<file path="config.mk">
export PLATFORM = sky130hd
export DESIGN_NAME = ccx_ctrl
export DESIGN_NICKNAME = d
export VERILOG_FILES = /design/src/sv/ccx_pkg.sv /design/src/sv/ccx_ctrl.sv
export SDC_FILE = /design/constraint.sdc
export NUM_CORES = 1
export LEC_CHECK = 0
export ABC_AREA = 1
export BUFFER_PORTS_ARGS = -buffer_cell sky130_fd_sc_hd__buf_2
export CAP_MARGIN = 20
export CORE_AREA = 5 5 42 44
export DETAILED_ROUTE_END_ITERATION = 6
export DIE_AREA = 0 0 47 49
export GPL_TIMING_DRIVEN = 0
export PLACE_DENSITY = 0.63
export SLEW_MARGIN = 20
export SYNTH_ARGS = -nofsm -noshare
export SYNTH_HDL_FRONTEND = slang
export SYNTH_SLANG_ARGS = --single-unit
</file>
<file path="constraint.sdc">
create_clock -name clk -period 1.7 [get_ports clk]
set_clock_uncertainty 0.15 [all_clocks]
set_input_delay 0.425 -clock clk [delete_from_list [all_inputs] [get_ports clk]]
set_output_delay 0.425 -clock clk [all_outputs]
set_load 0.02 [all_outputs]
</file>
<file path="src/sv/ccx_pkg.sv">
// ccx_pkg: shared types, constants and round functions for the ChaCha20 stream XOR block.
// No dependencies; imported by ccx_ctrl, ccx_dp and chacha20_stream_xor.
package ccx_pkg;

  localparam int WORD_W      = 32;
  localparam int NUM_WORDS   = 16;
  localparam int NUM_ROUNDS  = 20;
  localparam int ROUND_CNT_W = $clog2(NUM_ROUNDS);
  localparam int DATA_W      = 8;
  localparam int OFFSET_W    = 38;
  localparam int BLK_W       = 32;
  localparam int POS_W       = OFFSET_W - BLK_W;
  localparam int IN_TDATA_W  = 48;
  localparam int OUT_TDATA_W = 8;
  localparam int CFG_IDX_W   = 3;
  localparam int CFG_DATA_W  = 64;
  localparam int KEY_REGS    = 4;

  typedef logic [WORD_W-1:0] word_t;
  typedef word_t [NUM_WORDS-1:0] state_t;

  // "expand 32-byte k", word 0 in the low slot
  localparam logic [3:0][WORD_W-1:0] SIGMA = {
    32'h6b206574, 32'h79622d32, 32'h3320646e, 32'h61707865
  };

  // configuration register indexes
  typedef enum logic [CFG_IDX_W-1:0] {
    CFG_KEY0     = 3'd0,
    CFG_KEY1     = 3'd1,
    CFG_KEY2     = 3'd2,
    CFG_KEY3     = 3'd3,
    CFG_NONCE_LO = 3'd4,
    CFG_NONCE_HI = 3'd5
  } cfg_idx_t;

  // controller to datapath
  typedef struct packed {
    logic accept;     // capture input transfer
    logic load_init;  // load initial state for a new block
    logic round;      // one round of the round unit
    logic diag;       // diagonal round when set, column round otherwise
    logic finalize;   // add initial state, mark cache valid
    logic emit;       // load output register
  } ccx_cmd_t;

  // datapath to controller
  typedef struct packed {
    logic hit;        // cached block matches held offset
    logic out_free;   // output register can take a result
  } ccx_status_t;

  function automatic word_t rotl(word_t v, int s);
    return (v << s) | (v >> (WORD_W - s));
  endfunction

  // four quarter rounds in parallel; sh = 0 column, sh = 1 diagonal
  function automatic state_t qround_set(state_t w_in, int sh);
    state_t w;
    int ia, ib, ic, id;
    w = w_in;
    for (int i = 0; i < 4; i++) begin
      ia = i;
      ib = 4 + ((i + sh) & 3);
      ic = 8 + ((i + 2 * sh) & 3);
      id = 12 + ((i + 3 * sh) & 3);
      w[ia] = w[ia] + w[ib]; w[id] = rotl(w[id] ^ w[ia], 16);
      w[ic] = w[ic] + w[id]; w[ib] = rotl(w[ib] ^ w[ic], 12);
      w[ia] = w[ia] + w[ib]; w[id] = rotl(w[id] ^ w[ia], 8);
      w[ic] = w[ic] + w[id]; w[ib] = rotl(w[ib] ^ w[ic], 7);
    end
    return w;
  endfunction

endpackage

</file>
<file path="src/sv/ccx_ctrl.sv">
// ccx_ctrl: sequencer for input capture, cache lookup, block rounds and result hand-off.
// Depends on ccx_pkg; drives ccx_dp through ccx_cmd_t, reads ccx_status_t.
module ccx_ctrl (
  input  logic                 clk,
  input  logic                 rst_n,
  input  logic                 in_tvalid,
  output logic                 in_tready,
  input  ccx_pkg::ccx_status_t status,
  output ccx_pkg::ccx_cmd_t    cmd
);
  import ccx_pkg::*;

  typedef enum logic [1:0] {
    ST_IDLE,
    ST_LOOK,
    ST_ROUND,
    ST_FINAL
  } state_t;

  state_t                 state_r;
  logic [ROUND_CNT_W-1:0] rcnt_r;

  assign in_tready = (state_r == ST_IDLE);

  // command decode
  always_comb begin
    cmd = '0;
    case (state_r)
      ST_IDLE:  cmd.accept = in_tvalid;
      ST_LOOK: begin
        cmd.emit      = status.hit & status.out_free;
        cmd.load_init = ~status.hit;
      end
      ST_ROUND: begin
        cmd.round = 1'b1;
        cmd.diag  = rcnt_r[0];
      end
      ST_FINAL: cmd.finalize = 1'b1;
      default:  cmd = '0;
    endcase
  end

  // state and round counter
  always_ff @(posedge clk) begin
    if (!rst_n) begin
      state_r <= ST_IDLE;
      rcnt_r  <= '0;
    end else begin
      case (state_r)
        ST_IDLE: begin
          if (in_tvalid) state_r <= ST_LOOK;
        end
        ST_LOOK: begin
          if (!status.hit) begin
            state_r <= ST_ROUND;
            rcnt_r  <= '0;
          end else if (status.out_free) begin
            state_r <= ST_IDLE;
          end
        end
        ST_ROUND: begin
          rcnt_r <= rcnt_r + 1'b1;
          if (rcnt_r == ROUND_CNT_W'(NUM_ROUNDS - 1)) state_r <= ST_FINAL;
        end
        ST_FINAL: state_r <= ST_LOOK;
        default:  state_r <= ST_IDLE;
      endcase
    end
  end

endmodule

</file>
==> impl_metrics.toml, run 1 <==
[synthesis]
synthSimpleGateAreaFrac_pct = 30.3
avgSynthCellArea_um2 = 6.70
synth_seq_cells = 7
synth_compound_gate_area_share_pct = 13.4
synth_cells = 71
synth_cell_types = 13
synth_top_family_by_area = "simple AND/OR/NAND/NOR gates"
yosysWarnings = 0
synth_nets = 82
yosysSeqAreaShare_pct = 29.5
synth_xor_area_share_pct = 0
synthMuxAreaShare_pct = 0
synthAdderAreaFrac_pct = 15.8
synth_area_um2 = 475

[route]
drc_errors = 0
vias_per_cell = 4.68
wirelength_mm = 1.06
drt-initial-drc-count = 3
via_count = 505
drtAntennaViolNets = 0
dr.pass1.iters = 4
wl_per_cell_um = 9.85

[final_layout]
area_growth_syn_to_layout_pct = 45.8
mostFrequentLayoutCells = "nand2_1, inv_1, buf_4"
nets = 104
drive_above_1_share_pct = 37.0
diodes = 0
final_common_cell = "nand2_1"
fin_util_pct = 49.5
stdcell_count = 108

[setup_path]
arrival_ns = 1.14
startpoint_type = "flop"
crit_path_top_delay_cell = "dfxtp_4"
crit_path_end_kind = "output pin"
path_max_fanout = 4
max_stage_delay_ns = 0.37
crit_chain = "inv_4 > ha_4 > nand2_2 > nor2_2 > buf_6"
worstSetupPathType = "flop to output pin"
cp.required_ns = 1.12

[sta]
rsz0062_at_grt = "yes"
finalSetupTns_ns = -0.0144
max_slew_margin_pct = 85.2
slew_viol_final = 0
setup_viol = 1
hold_ws_ns = 0.271
hold_viol = 0
post-route-period-util_pct = 101
worst_pin_slew_ns = 0.222
fmax_mhz = 583
min_period_ns = 1.71
finalWorstSetupSlack_ns = -0.0144

[grt]
globalRouteOverflowTotal = 0
grt-busiest-layer = "met2"
grt.total_usage_pct = 9.65
grt.met3_usage_pct = 5.54
use_met1_pct = 9.01
grt_pass1_vias = 414
grt_use_met2_pct = 15.6
grt_max_degree = 9
grt_pass1_wl_mm = 1.56
antenna_found_initial = 0

[power]
vdd_drop_max_v = 0.000868
power.total_mw = 1.15
internal_power_mw = 0.630
leakagePower_nw = 0.369
p_per_area_nw_per_um2 = 1660
power_frac_clock_pct = 13.8
share_seq_of_total_power_pct = 24.1
combPwrFrac_pct = 62.2
p_sw_mw = 0.523
swShare_pct = 45.3

[floorplan]
die_h_um = 49
core-area_um2 = 1400
start_util_pct = 33.9
die_area_um2 = 2300
rows = 14
fp.dieW_um = 47
ios = 12

[clocking]
cts-htree-levels = 1
cts_hold_buf = 0
cts_buffers = 3
cts_tree = "yes"
cts.clk_slew.worst_paths_ns = 0.06
cts_sinks = 7
cts_buffer_depth = 2
root_buffer = "clkbuf_4"
insertion_delay_ns = 0.26

[status]
violations = "setup timing"
status = "finished with violations"

[flow_run]
drv_cap = 0

[placed_design]
place_hpwl_um = 742
place.gp.congestion = 0.733
port_buffers = 11
post-place-cells = 98

[min_path]
hp-class = "input pin to flop"
-- layer usage --
| metal | share of wire, % | vias up |
|---|---|---|
| li1 | - | 267 |
| met1 | 43 | 225 |
| met2 | 50 | 11 |
| met3 | 5.3 | 2 |
| met4 | 1.2 | 0 |
| met5 | 0 | - |
-- critical path, delay by kind of cell (launching register included) --
family	cells	cell delay, ns
fa+ha+maj	1	0.15
flops	1	0.37
simple gates	2	0.16
buf+inv	2	0.19
-- cell type report --
class,instances,area (µm²)
flip-flops and latches,7,148
fillers,141,708
repair buffers,17,124
clock buffers,4,26.3
well taps,16,20.0
multi-input cells,50,320
inverters,14,55.1
-- synthesized netlist by cell type --
cell type | count | area (µm²)
and3_1 | 2 | 12.5
o21ai_4 | 1 | 16.3
nand2_2 | 1 | 6.26
nand2_1 | 17 | 63.8
nor2_1 | 7 | 26.3
o21ai_0 | 1 | 5.00
ha_1 | 6 | 75.1
inv_1 | 11 | 41.3
nand3_1 | 7 | 35.0
dfxtp_1 | 7 | 140
a21oi_1 | 7 | 35.0
a211oi_1 | 1 | 7.51
inv_2 | 3 | 11.3
-- power by group through the flow --
stage	combinational [mW]	sequential (mW)	clock, mW
finish	0.716	0.277	0.159
global route	0.787	0.283	0.175
CTS	0.632	0.271	0.162
detailed placement	0.515	0.247	0
global placement	0.512	0.245	0
floorplan	0.408	0.236	0
-- cells by family after synthesis --
family	Yosys count
buffers and inverters	14
DFF	7
AOI/OAI and AO/OA	10
and+or+nand+nor	34
adders and majority gates	6
-- stage by stage --
| stage | cell area, µm² | worst slack (ns) |
|---|---|---|
| 2_1_floorplan | 475 | 0.0924 |
| 3_5_place_dp | 551 | 0.0158 |
| 6_report | 693 | -0.0144 |
| 4_1_cts | 644 | -0.00740 |
| 5_1_grt | 693 | -0.0833 |
| 3_3_place_gp | 551 | 0.0471 |
-- sequential cells by signal (all words and copies together) (netlist names) --
register  cells
state_r       2
rcnt_r        5
-- final timing paths --
check / startpoint / end / slack [ns] / cells past startpoint
setup / recovery: state_r[1] / cmd[0] / -0.01 / 5
hold reg to reg: rcnt_r[1] / rcnt_r[1] / 0.33 / 2
hold / removal: rst_n / state_r[0] / 0.27 / 3
setup reg to reg: state_r[1] / rcnt_r[3] / 0.24 / 7
-- repair_timing --
action,in CTS,in global routing
setup endpoints to repair,6,5
endpoints found under the hold margin,0,0
resized for setup,14,9
pin swaps,1,5
buffers inserted,3,3
Power figures use the tool's default switching activity.
==> run 2: changes to the inputs <==
- ABC_AREA: 1 -> not set
- PLACE_DENSITY: 0.63 -> 0.64
==> impl_metrics.toml, run 2 <==
[status]
status = "finished clean"

[power]
p_sw_mw = 0.180
internal_power_mw = 0.365
combPwrFrac_pct = 37.9
share_seq_of_total_power_pct = 34.7
swShare_pct = 33.0
leakagePower_nw = 0.302
vdd_drop_max_v = 0.000379
power_frac_clock_pct = 27.4
p_per_area_nw_per_um2 = 769
power.total_mw = 0.545

[floorplan]
start_util_pct = 34.2
die_area_um2 = 2300
die_h_um = 49
fp.dieW_um = 47
core-area_um2 = 1400
rows = 14
ios = 12

[clocking]
insertion_delay_ns = 0.25
cts_sinks = 7
cts.clk_slew.worst_paths_ns = 0.05
cts_buffer_depth = 2
cts_tree = "yes"
root_buffer = "clkbuf_4"
cts_hold_buf = 0
cts_buffers = 3
cts-htree-levels = 1

[final_layout]
multi_input_area_um2 = 370
fill_cells = 130
fin_util_pct = 50.5
top_regs = "rcnt_r (5), state_r (2)"
regMostFlops = "rcnt_r"
largest_reg_flops = 5
seq_area_um2 = 148
mostFrequentLayoutCells = "buf_2, nand2_1, buf_6, dfxtp_1, buf_4"
stdcell_count = 87
final_common_cell = "buf_2"
diodes = 0
drive_above_1_share_pct = 52.1
area_growth_syn_to_layout_pct = 47.8
final_area_um2 = 708
nets = 83

[sta]
slew_viol_final = 0
fmax_mhz = 589
worst_pin_slew_ns = 0.347
max_slew_margin_pct = 76.7
hold_ws_ns = 0.338
min_period_ns = 1.70
setup_viol = 0
hold_viol = 0
rsz0062_at_grt = "yes"
post-route-period-util_pct = 100

[setup_path]
startpoint_type = "flop"
crit_chain = "inv_4 > ha_4 > and2_4 > buf_6"
crit_path_top_delay_cell = "dfxtp_4"
path_max_fanout = 4
path_delay_family = "flip-flops"
crit_path_end_kind = "output pin"
cp.required_ns = 1.12
arrival_ns = 1.12
r2r-start = "state_r[1]"
startpoint = "state_r[0]"
max_stage_delay_ns = 0.38
worstSetupPathType = "flop to output pin"
worstPathBufferInverterCount = 2

[synthesis]
synth_area_um2 = 479
async_reset_ff_share_pct = 0
synth_top_area_share_pct = 29.2
synth_area_leaders = "dfxtp_1, ha_1, and2_1"
yosysSeqAreaShare_pct = 29.2
yosysTopAreaCell = "dfxtp_1"
synthSimpleGateAreaFrac_pct = 22.7
synth_cell_types = 24
synth_nets = 63
avgSynthCellArea_um2 = 9.22
synth_seq_cells = 7
synth_top_family_by_area = "simple AND/OR/NAND/NOR gates"
synthMuxAreaShare_pct = 4.18
synthTopCellsByCount = "dfxtp_1, ha_1, nand2_1"
synth_edf_count = 0
synth_cells = 52
synthAdderAreaFrac_pct = 15.7
synth_xor_area_share_pct = 3.66
yosysWarnings = 0
yosysMostFrequentCell = "dfxtp_1"
synth_compound_gate_area_share_pct = 19.1
synth_flop_cell = "dfxtp_1"

[placed_design]
postPlaceCellArea_um2 = 554
port_buffers = 11
place.gp.congestion = 0.721
post-place-cells = 79
place_hpwl_um = 668

[route]
dr.pass1.iters = 2
wl_per_cell_um = 12.2
top_layer = "met4"
dr_wl_met2_um = 519
via_count = 458
drc_errors = 0
met1_length_um = 425
drt-initial-drc-count = 2
vias_per_cell = 5.26
drtAntennaViolNets = 0
dr_wl_met3_um = 86
wirelength_mm = 1.06

[grt]
grt_max_degree = 10
grt_pass1_vias = 470
grt.total_usage_pct = 11.3
antenna_found_initial = 0
globalRouteOverflowTotal = 0
grt_pass1_wl_mm = 1.90

[flow_run]
drv_cap = 0

[min_path]
hp-class = "input pin to flop"
hp-start = "rst_n"
==> run 2: changes by cell type in the layout (fill, tap and decap cells not counted), sizes merged, moves of 2 or more <==
| cell | previous run | this run |
|---|---|---|
| inv | 14 | 4 |
| nand2b | 0 | 2 |
| xor2 | 0 | 2 |
| a21boi | 0 | 2 |
| a21oi | 7 | 0 |
| o2111ai | 0 | 2 |
| nand2 | 18 | 6 |
| mux2i | 0 | 2 |
| nor2 | 7 | 2 |
| nand3 | 7 | 0 |
| and2 | 0 | 4 |
==> run 2: what timing repair did <==
action,in CTS,in global routing
setup buffers,5,0
endpoints found under the setup margin,6,5
endpoints found under the hold margin,0,0
gates resized for setup,22,8
pin swaps,3,1
==> run 2: kinds of logic after synthesis <==
kind of cell,after synthesis
buffers and inverters,5
adders and majority gates,6
xor gates and xnor gates,2
DFF,7
AOI/OAI and AO/OA,11
and+or+nand+nor,19
muxes,2
==> run 2: metrics by stage <==
stage | setup TNS, ns | setup WS, ns
after detailed placement | -0.00409 | -0.00409
after CTS | -0.00542 | -0.00542
after global routing | -0.151 | -0.0602
after floorplan | 0 | 0.0197
final | 0 | 0.000793
after global placement | 0 | 0.00756
==> run 2: metal layers <==
layer | up-vias | global-route usage (%)
met5 | - | 0
met4 | 0 | 7.37
met3 | 5 | 4.43
met2 | 15 | 17.6
met1 | 215 | 12.1
li1 | 223 | -
==> run 2: final timing paths <==
kind	cells past startpoint	slack (ns)	endpoint
setup reg to reg	7	0.13	rcnt_r[1]
hold reg to reg	2	0.36	rcnt_r[0]
setup / recovery	4	0.0008	cmd[2]
hold / removal	3	0.34	state_r[1]
==> run 2: power by group through the flow <==
stage	Sequential [mW]	Combinational (mW)	Clock, mW
2_1_floorplan	0.183	0.0998	0
3_3_place_gp	0.184	0.135	0
3_5_place_dp	0.185	0.134	0
4_1_cts	0.188	0.180	0.157
5_1_grt	0.191	0.232	0.174
6_report	0.189	0.207	0.149
==> run 2: layout make-up <==
type                            instances  share of cell area [%]
Multi-Input combinational cell         40                    52.3
Sequential cell                         7                    20.8
Timing Repair Buffer                   16                    17.5
Clock buffer                            4                    3.71
Inverter                                4                    2.83
Tap cell                               16                    2.83
==> run 2: worst register-to-register path, delay by kind of cell, from the launching register on <==
kind | cells | cell delay, ns
adders and majority gates | 1 | 0.17
DFF | 1 | 0.38
buffers and inverters | 2 | 0.21
and+or+nand+nor | 2 | 0.20
AOI/OAI and AO/OA | 2 | 0.37
==> run 3: changes to the inputs <==
- REMOVE_ABC_BUFFERS: not set -> 1
==> impl_metrics.toml, run 3 (synthesized netlist as in run 2, its figures left out) <==
[setup_path]
r2r-start = "state_r[1]"
crit_chain = "inv_4 > ha_4 > and2_4 > buf_6"
crit_path_end_kind = "output pin"
path_max_fanout = 4
arrival_ns = 1.13
max_stage_delay_ns = 0.39
reg2reg_depth = 7
r2r_slack_ns = 0.13
startpoint_type = "flop"
crit_path_top_delay_cell = "dfxtp_4"
cp.required_ns = 1.12
r2r-end = "rcnt_r[1]"
worstSetupPathType = "flop to output pin"

[final_layout]
drive_above_1_share_pct = 52.1
seq_area_um2 = 148
nets = 83
top_regs = "rcnt_r (5), state_r (2)"
regMostFlops = "rcnt_r"
mostFrequentLayoutCells = "buf_2, nand2_1, dfxtp_1, buf_4, buf_6"
diodes = 0
largest_reg_flops = 5
multi_input_area_um2 = 368
final_common_cell = "buf_2"
fill_cells = 143
area_growth_syn_to_layout_pct = 46.7

[floorplan]
ios = 12
start_util_pct = 34.2
die_h_um = 49
die_area_um2 = 2300
core-area_um2 = 1400
fp.dieW_um = 47
rows = 14

[placed_design]
dp_worst_setup_slack_ns = -0.0320
place_hpwl_um = 751
place.gp.congestion = 0.712
port_buffers = 11

[clocking]
cts_buffer_depth = 2
cts_hold_buf = 0
insertion_delay_ns = 0.26
cts_tree = "yes"
cts_sinks = 7
root_buffer = "clkbuf_4"
cts.clk_slew.worst_paths_ns = 0.05
cts_buffers = 3
cts-htree-levels = 1

[route]
drc_errors = 0
wirelength_mm = 1.09
vias_per_cell = 4.89
wl_per_cell_um = 12.5
drtAntennaViolNets = 0
dr.pass1.iters = 2
via_count = 425
drt-initial-drc-count = 2

[sta]
finalWorstSetupSlack_ns = -0.00303
setup_viol = 2
slew_viol_final = 0
finalSetupTns_ns = -0.00576
worst_pin_slew_ns = 0.355
fmax_mhz = 587
hold_ws_ns = 0.336
post-route-period-util_pct = 100
max_slew_margin_pct = 76.1
hold_viol = 0
min_period_ns = 1.70
rsz0062_at_grt = "yes"

[grt]
grt_pass1_vias = 408
antenna_found_initial = 0
grt.total_usage_pct = 10.7
grt_max_degree = 10
globalRouteOverflowTotal = 0
grt_pass1_wl_mm = 1.79

[flow_run]
drv_cap = 0

[min_path]
hp-class = "input pin to flop"
holdPathEnd = "state_r[0]"
hp-start = "rst_n"
hold_path_depth = 3

[status]
status = "finished with violations"
violations = "setup timing"

[power]
leakagePower_nw = 0.307
vdd_drop_max_v = 0.000407
p_per_area_nw_per_um2 = 788
run 3: cell types whose count changed in the layout (fill, tap and decap cells not counted), sizes merged:
cell    before  now
clkbuf       4    3
clkinv       0    1
run 3: worst max-delay path by stage:
stage                    start      to  slack (ns)  depth (start not counted)
floorplan           state_r[0]  cmd[2]       0.007                          3
global placement    state_r[0]  cmd[2]       -0.03                          4
detailed placement  state_r[0]  cmd[2]       -0.03                          4
CTS                 state_r[1]  cmd[5]      -0.008                          4
global route        state_r[1]  cmd[0]       -0.04                          4
finish              state_r[0]  cmd[2]      -0.003                          4
run 3: repair_timing:
item,in CTS,in global routing
resized for setup,19,9
setup endpoints to repair,6,4
hold endpoints to repair,0,0
pin swaps,3,1
buffers inserted,5,0
run 3: routing by layer:
layer | GRT usage [%] | vias up | wire (µm)
li1 | - | 219 | -
met1 | 12.8 | 188 | 465
met5 | 0 | - | 0
met4 | 5.53 | 0 | 29
met3 | 3.69 | 5 | 84
met2 | 16.3 | 13 | 509
run 3: worst max-delay path, delay by kind of cell, from the launching register on:
| family | cells | cell delay (ns) |
|---|---|---|
| adder cells (fa/ha/maj) | 1 | 0.16 |
| buffers and inverters | 2 | 0.18 |
| flip-flops | 1 | 0.39 |
| AND/OR/NAND/NOR | 1 | 0.15 |
run 3: power by group:
| part | switching (mW) | total, mW | leakage (nW) | internal, mW |
|---|---|---|---|---|
| Clock | 0.0687 | 0.155 | 0.0177 | 0.0863 |
| Combinational | 0.108 | 0.210 | 0.231 | 0.102 |
| Sequential | 0.0153 | 0.189 | 0.0580 | 0.174 |
| Total | 0.192 | 0.554 | 0.307 | 0.362 |
run 3: metrics by stage:
stage	cells	area (µm²)	util, %	power, mW
after floorplan	51	468	-	0.281
after global placement	78	543	38.8	0.317
after detailed placement	78	543	38.8	0.321
after CTS	87	673	48.0	0.531
after global routing	87	703	50.2	0.589
final	87	703	50.2	0.554
run 3: area by class of cell:
class | instances | area share (%)
clock inverter | 1 | 0.712
clock buffer | 3 | 3.20
multi-input combinational | 40 | 52.3
sequential | 7 | 21.0
tap | 16 | 2.85
inverter | 4 | 3.20
timing repair buffer | 16 | 16.7
